### src/hdl/crh_pkg.sv
// Shared types, widths and codes for the circle/rectangle/point hit test.
// Used by the query channel interface, crh_front and circle_rect_point_hit_test.
`timescale 1ns / 1ps
`default_nettype none

package crh_pkg;

  // Coordinate width and the widths that follow from it.
  localparam int COORD_BITS = 16;
  localparam int DIFF_W     = COORD_BITS + 1;
  localparam int SQ_W       = 2 * COORD_BITS;
  localparam int RAD_W      = COORD_BITS - 1;
  localparam int R2_W       = 2 * RAD_W;
  localparam int SUM_W      = SQ_W + 2;
  localparam int CFG_IDX_W  = 2;

  // Query kinds.
  localparam logic ACT_RECT  = 1'b0;
  localparam logic ACT_POINT = 1'b1;

  // Configuration register indexes.
  localparam logic [CFG_IDX_W-1:0] CFG_CENTER_X    = 2'd0;
  localparam logic [CFG_IDX_W-1:0] CFG_CENTER_Y    = 2'd1;
  localparam logic [CFG_IDX_W-1:0] CFG_CENTER_Z    = 2'd2;
  localparam logic [CFG_IDX_W-1:0] CFG_ZONE_RADIUS = 2'd3;

  typedef logic signed [COORD_BITS-1:0] coord_t;
  typedef logic signed [DIFF_W-1:0]     diff_t;
  typedef logic        [SQ_W-1:0]       sq_t;
  typedef logic        [RAD_W-1:0]      radius_t;
  typedef logic        [R2_W-1:0]       r2_t;
  typedef logic        [SUM_W-1:0]      sum_t;

  // Zone configuration as seen by the datapath.
  typedef struct packed {
    coord_t  center_x;
    coord_t  center_y;
    coord_t  center_z;
    radius_t zone_radius;
  } crh_cfg_t;

  // Operands handed from the front stages to the square stage.
  // Rectangle: op0/op1 are the clamped X/Z offsets, op2/op3 the Z offsets
  // of the lower and upper edges, op4/op5 the X offsets of the left and
  // right edges. Point: op0..op2 are the X, Y and Z offsets.
  // ctr_in flags a rectangle that contains the zone center.
  typedef struct packed {
    logic  act;
    logic  ctr_in;
    diff_t op0;
    diff_t op1;
    diff_t op2;
    diff_t op3;
    diff_t op4;
    diff_t op5;
  } crh_ops_t;

endpackage

`default_nettype wire

### src/hdl/crh_query_if.sv
// Query channel: valid/ready handshake with one query request as payload.
// Depends on crh_pkg for the coordinate type.
`timescale 1ns / 1ps
`default_nettype none

interface crh_query_if;
  logic            valid;
  logic            ready;
  logic            action;
  crh_pkg::coord_t rect_min_x;
  crh_pkg::coord_t rect_min_z;
  crh_pkg::coord_t rect_max_x;
  crh_pkg::coord_t rect_max_z;
  crh_pkg::coord_t point_x;
  crh_pkg::coord_t point_y;
  crh_pkg::coord_t point_z;

  modport source (
    output valid, action, rect_min_x, rect_min_z, rect_max_x, rect_max_z,
           point_x, point_y, point_z,
    input  ready
  );

  modport sink (
    input  valid, action, rect_min_x, rect_min_z, rect_max_x, rect_max_z,
           point_x, point_y, point_z,
    output ready
  );
endinterface

`default_nettype wire

### src/hdl/crh_front.sv
// Front two pipeline stages: offsets from the zone center, then edge clamping
// and operand selection for the square stage. Uses crh_pkg and crh_query_if.
`timescale 1ns / 1ps
`default_nettype none

module crh_front (
  input  wire                logic clk_i,
  input  wire                logic rst_ni,
  input  wire crh_pkg::crh_cfg_t cfg_i,
  crh_query_if.sink          query_i,
  output logic               ops_valid_o,
  input  wire                logic ops_ready_i,
  output crh_pkg::crh_ops_t  ops_o
);

  typedef struct packed {
    logic                act;
    logic                ctr_in;
    crh_pkg::diff_t      e0;
    crh_pkg::diff_t      e1;
    crh_pkg::diff_t      e2;
    crh_pkg::diff_t      e3;
  } s1_t;

  // Offset along one axis from the center to the closest point of the span
  // between two endpoint offsets; zero when the span covers the center.
  function automatic crh_pkg::diff_t clamp_off(crh_pkg::diff_t a, crh_pkg::diff_t b);
    crh_pkg::diff_t lo;
    crh_pkg::diff_t hi;
    lo = (a < b) ? a : b;
    hi = (a < b) ? b : a;
    if (lo > 0) begin
      return lo;
    end else if (hi < 0) begin
      return hi;
    end
    return '0;
  endfunction

  logic              s1_valid_q;
  s1_t               s1_q;
  s1_t               s1_d;
  logic              s1_en;
  logic              s2_valid_q;
  crh_pkg::crh_ops_t s2_q;
  crh_pkg::crh_ops_t s2_d;
  logic              s2_en;
  logic              is_rect;
  crh_pkg::coord_t   m0;
  crh_pkg::coord_t   m1;
  crh_pkg::coord_t   m2;
  crh_pkg::coord_t   c1;
  logic              s2_rect;
  crh_pkg::diff_t    ax;
  crh_pkg::diff_t    az;

  // Each stage loads when empty or when the stage after it moves on.
  assign s2_en         = !s2_valid_q || ops_ready_i;
  assign s1_en         = !s1_valid_q || s2_en;
  assign query_i.ready = s1_en;

  // Stage 1: offsets from the center and the center-in-rectangle flag; e0..e2 are shared between the two query kinds.
  assign is_rect = (query_i.action == crh_pkg::ACT_RECT);
  assign m0      = is_rect ? query_i.rect_min_x : query_i.point_x;
  assign m1      = is_rect ? query_i.rect_max_x : query_i.point_y;
  assign c1      = is_rect ? cfg_i.center_x     : cfg_i.center_y;
  assign m2      = is_rect ? query_i.rect_min_z : query_i.point_z;

  always_comb begin
    s1_d.act    = query_i.action;
    s1_d.ctr_in = (cfg_i.center_x >= query_i.rect_min_x) &&
                  (cfg_i.center_x <= query_i.rect_max_x) &&
                  (cfg_i.center_z >= query_i.rect_min_z) &&
                  (cfg_i.center_z <= query_i.rect_max_z);
    s1_d.e0     = crh_pkg::diff_t'(m0) - crh_pkg::diff_t'(cfg_i.center_x);
    s1_d.e1     = crh_pkg::diff_t'(m1) - crh_pkg::diff_t'(c1);
    s1_d.e2     = crh_pkg::diff_t'(m2) - crh_pkg::diff_t'(cfg_i.center_z);
    s1_d.e3     = crh_pkg::diff_t'(query_i.rect_max_z) -
                  crh_pkg::diff_t'(cfg_i.center_z);
  end

  always_ff @(posedge clk_i or negedge rst_ni) begin
    if (!rst_ni) begin
      s1_valid_q <= 1'b0;
    end else if (s1_en) begin
      s1_valid_q <= query_i.valid;
    end
  end

  always_ff @(posedge clk_i) begin
    if (s1_en && query_i.valid) begin
      s1_q <= s1_d;
    end
  end

  // Stage 2: clamp the center onto each edge span and pick the operands.
  assign s2_rect = (s1_q.act == crh_pkg::ACT_RECT);
  assign ax      = clamp_off(s1_q.e0, s1_q.e1);
  assign az      = clamp_off(s1_q.e2, s1_q.e3);

  always_comb begin
    s2_d.act    = s1_q.act;
    s2_d.ctr_in = s1_q.ctr_in;
    s2_d.op0    = s2_rect ? ax : s1_q.e0;
    s2_d.op1    = s2_rect ? az : s1_q.e1;
    s2_d.op2    = s1_q.e2;
    s2_d.op3    = s1_q.e3;
    s2_d.op4    = s1_q.e0;
    s2_d.op5    = s1_q.e1;
  end

  always_ff @(posedge clk_i or negedge rst_ni) begin
    if (!rst_ni) begin
      s2_valid_q <= 1'b0;
    end else if (s2_en) begin
      s2_valid_q <= s1_valid_q;
    end
  end

  always_ff @(posedge clk_i) begin
    if (s2_en && s1_valid_q) begin
      s2_q <= s2_d;
    end
  end

  assign ops_valid_o = s2_valid_q;
  assign ops_o       = s2_q;

`ifndef SYNTH
  // An accepted request always lands in stage 1.
  assert property (@(posedge clk_i) disable iff (!rst_ni)
    query_i.valid && query_i.ready |=> s1_valid_q)
    else $error("crh_front: accepted request did not enter stage 1");

  // A stalled stage 1 keeps its request.
  assert property (@(posedge clk_i) disable iff (!rst_ni)
    s1_valid_q && !s2_en |=> s1_valid_q && $stable(s1_q))
    else $error("crh_front: stage 1 lost or changed a stalled request");

  // A stalled stage 2 keeps its operands.
  assert property (@(posedge clk_i) disable iff (!rst_ni)
    s2_valid_q && !ops_ready_i |=> s2_valid_q && $stable(s2_q))
    else $error("crh_front: stage 2 lost or changed a stalled request");
`endif

endmodule

`default_nettype wire
### src/flat_wrapper.sv
// flat-port wrapper written by rule: the top's interface ports become plain ports
module crh_front_flat 
  (clk_i, rst_ni, cfg_i, ops_valid_o, ops_ready_i, ops_o, query_i_valid, query_i_action, query_i_rect_min_x, query_i_rect_min_z, query_i_rect_max_x, query_i_rect_max_z, query_i_point_x, query_i_point_y, query_i_point_z, query_i_ready);
  crh_query_if query_i_i ();
  input  wire                logic clk_i;
  input  wire                logic rst_ni;
  input  wire crh_pkg::crh_cfg_t cfg_i;
  output logic ops_valid_o;
  input  wire                logic ops_ready_i;
  output crh_pkg::crh_ops_t ops_o;
  input wire logic [$bits(query_i_i.valid)-1:0] query_i_valid;
  input wire logic [$bits(query_i_i.action)-1:0] query_i_action;
  input wire logic [$bits(query_i_i.rect_min_x)-1:0] query_i_rect_min_x;
  input wire logic [$bits(query_i_i.rect_min_z)-1:0] query_i_rect_min_z;
  input wire logic [$bits(query_i_i.rect_max_x)-1:0] query_i_rect_max_x;
  input wire logic [$bits(query_i_i.rect_max_z)-1:0] query_i_rect_max_z;
  input wire logic [$bits(query_i_i.point_x)-1:0] query_i_point_x;
  input wire logic [$bits(query_i_i.point_y)-1:0] query_i_point_y;
  input wire logic [$bits(query_i_i.point_z)-1:0] query_i_point_z;
  output wire logic [$bits(query_i_i.ready)-1:0] query_i_ready;
  assign query_i_i.valid = query_i_valid;
  assign query_i_i.action = query_i_action;
  assign query_i_i.rect_min_x = query_i_rect_min_x;
  assign query_i_i.rect_min_z = query_i_rect_min_z;
  assign query_i_i.rect_max_x = query_i_rect_max_x;
  assign query_i_i.rect_max_z = query_i_rect_max_z;
  assign query_i_i.point_x = query_i_point_x;
  assign query_i_i.point_y = query_i_point_y;
  assign query_i_i.point_z = query_i_point_z;
  assign query_i_ready = query_i_i.ready;
  crh_front u_core (.clk_i(clk_i), .rst_ni(rst_ni), .cfg_i(cfg_i), .query_i(query_i_i), .ops_valid_o(ops_valid_o), .ops_ready_i(ops_ready_i), .ops_o(ops_o));
endmodule
### config.mk
export PLATFORM = sky130hd
export DESIGN_NAME = crh_front_flat
export DESIGN_NICKNAME = d
export VERILOG_FILES = /design/src/hdl/crh_pkg.sv /design/src/hdl/crh_query_if.sv /design/src/hdl/crh_front.sv /design/src/flat_wrapper.sv
export SDC_FILE = /design/constraint.sdc
export NUM_CORES = 1
export LEC_CHECK = 0
export BUFFER_PORTS_ARGS = -buffer_cell sky130_fd_sc_hd__buf_4
export CORE_MARGIN = 5
export CORE_UTILIZATION = 51
export CTS_BUF_LIST = sky130_fd_sc_hd__clkbuf_8
export CTS_CLUSTER_DIAMETER = 30
export DETAILED_ROUTE_END_ITERATION = 10
export GPL_TIMING_DRIVEN = 0
export PLACE_DENSITY_LB_ADDON = 0.15
export SYNTH_ARGS = -nofsm -noshare
export SYNTH_HDL_FRONTEND = slang
export SYNTH_SLANG_ARGS = --single-unit
### constraint.sdc
create_clock -name clk_i -period 3.3 [get_ports clk_i]
set_input_delay 0.165 -clock clk_i [delete_from_list [all_inputs] [get_ports clk_i]]
set_output_delay 0.165 -clock clk_i [all_outputs]
set_load 0.03 [all_outputs]
; ---- After elaboration in Yosys (flattened, before gate mapping)
; Index checks and enable logic that the tools add are counted.
[word_totals]
ff_bits = 176
word_cells = 59
out_inout_bits = 106
[classes]
n_reduce_logical = 9
order_cmp = 10
add_sub_neg = 4
muxes = 20
[op_table]
columns = cell, n
row1 = $mux 17, 12
row2 = $sub 16x16->17, 4
row3 = $mux 16, 4
row4 = $gt 17x1->1 const B, 2
row5 = $lt 17x1->1 const B, 2
row6 = $lt 17x17->1, 2
row7 = $ge 16x16->1, 2
row8 = $le 16x16->1, 2
row9 = $logic_and 1x1->1, 5
row10 = $mux 1, 4
row11 = $logic_not 1->1, 2
row12 = $logic_or 1x1->1, 2

; ---- Depth between registers and ports, before layout
[depth]
word_depth = 7
ltp_mapped = 14
mapped_depth_nobuf = 12

; ---- Least setup slack after synthesis
; No wires, ideal clock.
[synth_timing]
kind = reg2reg
startpoint = register u_core.s2_valid_q, in the netlist u_core.ops_valid_o
endpoint = register u_core.s2_q (netlist bit u_core.ops_o[0]), enable pin
required_time_ps = 2825
path_buffers = 0
path_stages_with_launch = 3
path_slack_ps = -208
period_less_slack_ps = 3508
setup_ps = 475
t_arrival_ps = 3034
path_cell_list = dfrtp_1 -> nand2b_1 -> and2_1
[synth_between]
elab_chain_cells = 3
[synth_rtl]
columns = item, line_no
row1 = from (decl), crh_front.sv:44  ; logic s2_valid_q;
row2 = from (signal assigned), crh_front.sv:116  ; s2_valid_q <= s1_valid_q;
row3 = $logic_not 1->1, crh_front.sv:58  ; assign s2_en = !s2_valid_q || ops_ready_i;
row4 = $logic_or 1x1->1, crh_front.sv:58
row5 = $logic_and 1x1->1, crh_front.sv:121  ; if (s2_en && s1_valid_q) begin
row6 = to (signal assigned), crh_front.sv:122  ; s2_q <= s2_d;
row7 = to (decl), crh_front.sv:45  ; crh_pkg::crh_ops_t s2_q;
; Every way passes these cells.
; A chain may end at the register's enable or synchronous reset.

==> results.cfg <==
[status]
status = complete, no violations

[flow_run]
drv_cap = 0

[power_and_ir_drop]
peakVddDrop_v = 0.000272
swShare_pct = 33.4
powerDensity_nw_per_um2 = 470
clockPowerShare_pct = 20.6
netSwitchingPower_uw = 2290
combPwrFrac_pct = 34.0
seqPwrFrac_pct = 45.4
p_int_uw = 4580
power_uw = 6870
p_leak_uw = 0.00667

[sta]
hold_violations = 0
tightestPinTransition_ns = 0.843
period_needed_ns = 2.95
finClkSkew_ns = 0.0132
slew_violations = 0
max_freq_ghz = 0.339
finalSetupViolations = 0
rsz0062_at_grt = false
worst_slew_margin_rel_pct = 43.8
period_share_pct = 89.5

[grt]
grt_max_degree = 79
gr-usage-all-layers_pct = 23.6
grt_use_met2_pct = 35.3
grt_first_pass_wirelength_um = 48900
grt.overflow.total = 0
grt_pass1_vias = 9192
met3_usage_pct = 3.60
busiest_layer = met1
antenna_found_initial = 0
gr-usage-met1_pct = 35.6

[clock_network]
tritoncts = done
cts_root_buffer = clkbuf_8
post_cts_buffers = 0
clk_latency_ns = 0.45
clk_pin_slew_worst_paths_ns = 0.09
clkSinkCount = 176
cts_buffer_depth = 2
htreeDepth = 4
cts_buffers = 17

[final_layout]
multi_input_area_um2 = 5850
area_growth_pct = 24.3
finalNetCount = 1744
stdcell_area_um2 = 14600
antennaDiodeCount = 0
regArea_um2 = 5280
drive_gt1_share_pct = 22.9
fill_cells = 1881
utilization_pct = 64.6

[route]
drtIter0Drc = 482
vias = 9488
ant_nets = 0
drtPass1Iterations = 5
routed_via_density = 5.54
routed_wirelength_um = 31400
wl_per_cell_um = 18.3
drc = 0

[floorplan]
fp.dieW_um = 162
start_util_pct = 51.9
dieArea_um2 = 26200
pin_count = 286
fp-row-count = 55
die_h_um = 162
core_um2 = 22600

[place]
dpl_cell_area_um2 = 14200
dpl.hpwl_um = 26500
gp_congestion = 0.941
numPortBuffers = 270

[setup_path]
rr_startpoint = u_core.s1_q[44]
r2r-end = u_core.ops_o[91]
reg2reg_depth = 10
reg2reg_slack_ns = 0.37
worstSetupPathType = in -> reg
arrival_ns = 3.14
critPathMaxFanout = 13
start_kind = primary input
critPathCaptureType = flip-flop
cp.required_ns = 3.48

[synthesis]
synth_ff_type = edfxtp_1
synth.area.top_cells = edfxtp_1, ha_1, inv_1
yosysTopAreaCell = edfxtp_1
synthTopCellsByCount = edfxtp_1, inv_1, ha_1, nand2_1, o21ai_0
yosys_register_bits = 176
ys_types = 66
synth-edff-count = 174
synth.avg_cell_area_um2 = 10.5
synth_warnings = 0
syn_inst = 1121
yosysTopAreaCellShare_pct = 44.4
yosysMostFrequentCell = edfxtp_1
async_flop_share_pct = 1.14
ys_seq_area_share_pct = 44.9
synthesis.area_um2 = 11800
syn_nets = 1450

[worst_hold_path]
holdPathStages = 3
min_from = cfg_i[47]
hold_path_class = in -> reg
min_to = u_core.s1_q[51]
state kept, by name, indices dropped and copies added, names as in the netlist:
register,flops
u_core.ops_o,104
u_core.s1_valid_q,1
u_core.ops_valid_o,1
u_core.s1_q,70
repair_timing:
item | in CTS | in global routing
endpoints found under the hold margin | 5 | 0
hold buffers | 5 | 0
cloned | 0 | 0
gates resized for setup | 3 | 2
setup endpoints to repair | 4 | 8
layout by cell type, fill, tap and decap left out, types with 10 or more instances in the layout:
| cell | netlist | routed |
|---|---|---|
| xnor2_1 | 40 | 40 |
| nand4_1 | 15 | 15 |
| o21ai_0 | 69 | 69 |
| clkbuf_8 | 0 | 19 |
| inv_1 | 148 | 152 |
| o31ai_1 | 10 | 10 |
| clkbuf_1 | 14 | 11 |
| o21a_1 | 22 | 22 |
| a221o_1 | 16 | 16 |
| nand2_1 | 78 | 78 |
| a21oi_1 | 44 | 44 |
| ha_1 | 145 | 145 |
| nor2_1 | 64 | 64 |
| nand3_1 | 19 | 19 |
| edfxtp_1 | 174 | 174 |
| a22o_1 | 16 | 16 |
| a31oi_1 | 17 | 17 |
| mux2i_1 | 21 | 20 |
| a21o_1 | 20 | 20 |
| nor3_1 | 16 | 16 |
| nor2b_1 | 20 | 20 |
| buf_4 | 1 | 271 |
| nor4_1 | 21 | 21 |
| nand2b_1 | 12 | 12 |
through the flow:
| step | setup WS, ns | std cells | hold slack [ns] | TNS [ns] |
|---|---|---|---|---|
| floorplan | 0.194 | 1121 | -0.131 | 0 |
| global placement | -0.679 | 1676 | -0.0526 | -5.16 |
| detailed placement | -0.775 | 1677 | -0.0506 | -6.25 |
| CTS | 0.147 | 1714 | 0.140 | 0 |
| global route | 0.108 | 1713 | 0.164 | 0 |
| finish | 0.346 | 1713 | 0.176 | 0 |
final cells by class:
type                       instances  share of cell area [%]
tap                              285                    2.44
timing repair buffer             276                    14.4
clock inverter                    13                   0.856
inverter                         148                    3.80
buffer                            17                   0.591
sequential                       176                    36.1
clock buffer                      19                    1.79
multi-input combinational        779                    40.0
metal layers:
| layer | part of all wire (%) | wire length (um) |
|---|---|---|
| met3 | 6.5 | 2040 |
| met4 | 2.1 | 652 |
| met1 | 48 | 15200 |
| met5 | 0 | 0 |
| met2 | 43 | 13500 |
power by group through the flow:
| stage | clock [uW] | combinational (uW) | sequential, uW |
|---|---|---|---|
| 6_report | 1420 | 2340 | 3120 |
| 4_1_cts | 1450 | 2330 | 3120 |
| 5_1_grt | 1550 | 2560 | 3150 |
| 3_3_place_gp | 0 | 2260 | 3170 |
| 3_5_place_dp | 0 | 2320 | 3170 |
| 2_1_floorplan | 0 | 1230 | 3390 |
worst max path at each step:
stage              startpoint  slack (ns)              end  depth (start not counted)
5_1_grt        query_i_action        0.11  u_core.s1_q[48]                         13
2_1_floorplan  query_i_action        0.19  u_core.s1_q[67]                         13
6_report       query_i_action        0.35  u_core.s1_q[48]                         13
3_5_place_dp   query_i_action       -0.77  u_core.s1_q[67]                         14
4_1_cts        query_i_action        0.15  u_core.s1_q[67]                         14
3_3_place_gp   query_i_action       -0.68  u_core.s1_q[67]                         14
cell families (layout without fill, tap and decap cells):
group | Yosys count | in the layout | share of synthesized area (%)
and+or+nand+nor | 294 | 294 | 12.6
AOI/OAI and AO/OA | 265 | 265 | 15.4
DFF | 176 | 176 | 44.9
buffers and inverters | 166 | 473 | 5.47
adders and majority gates | 149 | 149 | 16.1
xor gates and xnor gates | 49 | 49 | 3.65
muxes | 22 | 22 | 1.90
worst max-delay path: stages:
cell,delay [ns]
buf_4,0.17
clkbuf_1,0.36
o21ai_0,0.16
ha_1,0.24
fa_1,0.42
nor2b_1,0.14
o21a_1,0.14
o21ai_0,0.11
a21oi_1,0.25
o2111ai_1,0.21
a31oi_1,0.39
mux2i_1,0.23
o2111ai_1,0.14
Power figures use the tool's default switching activity.
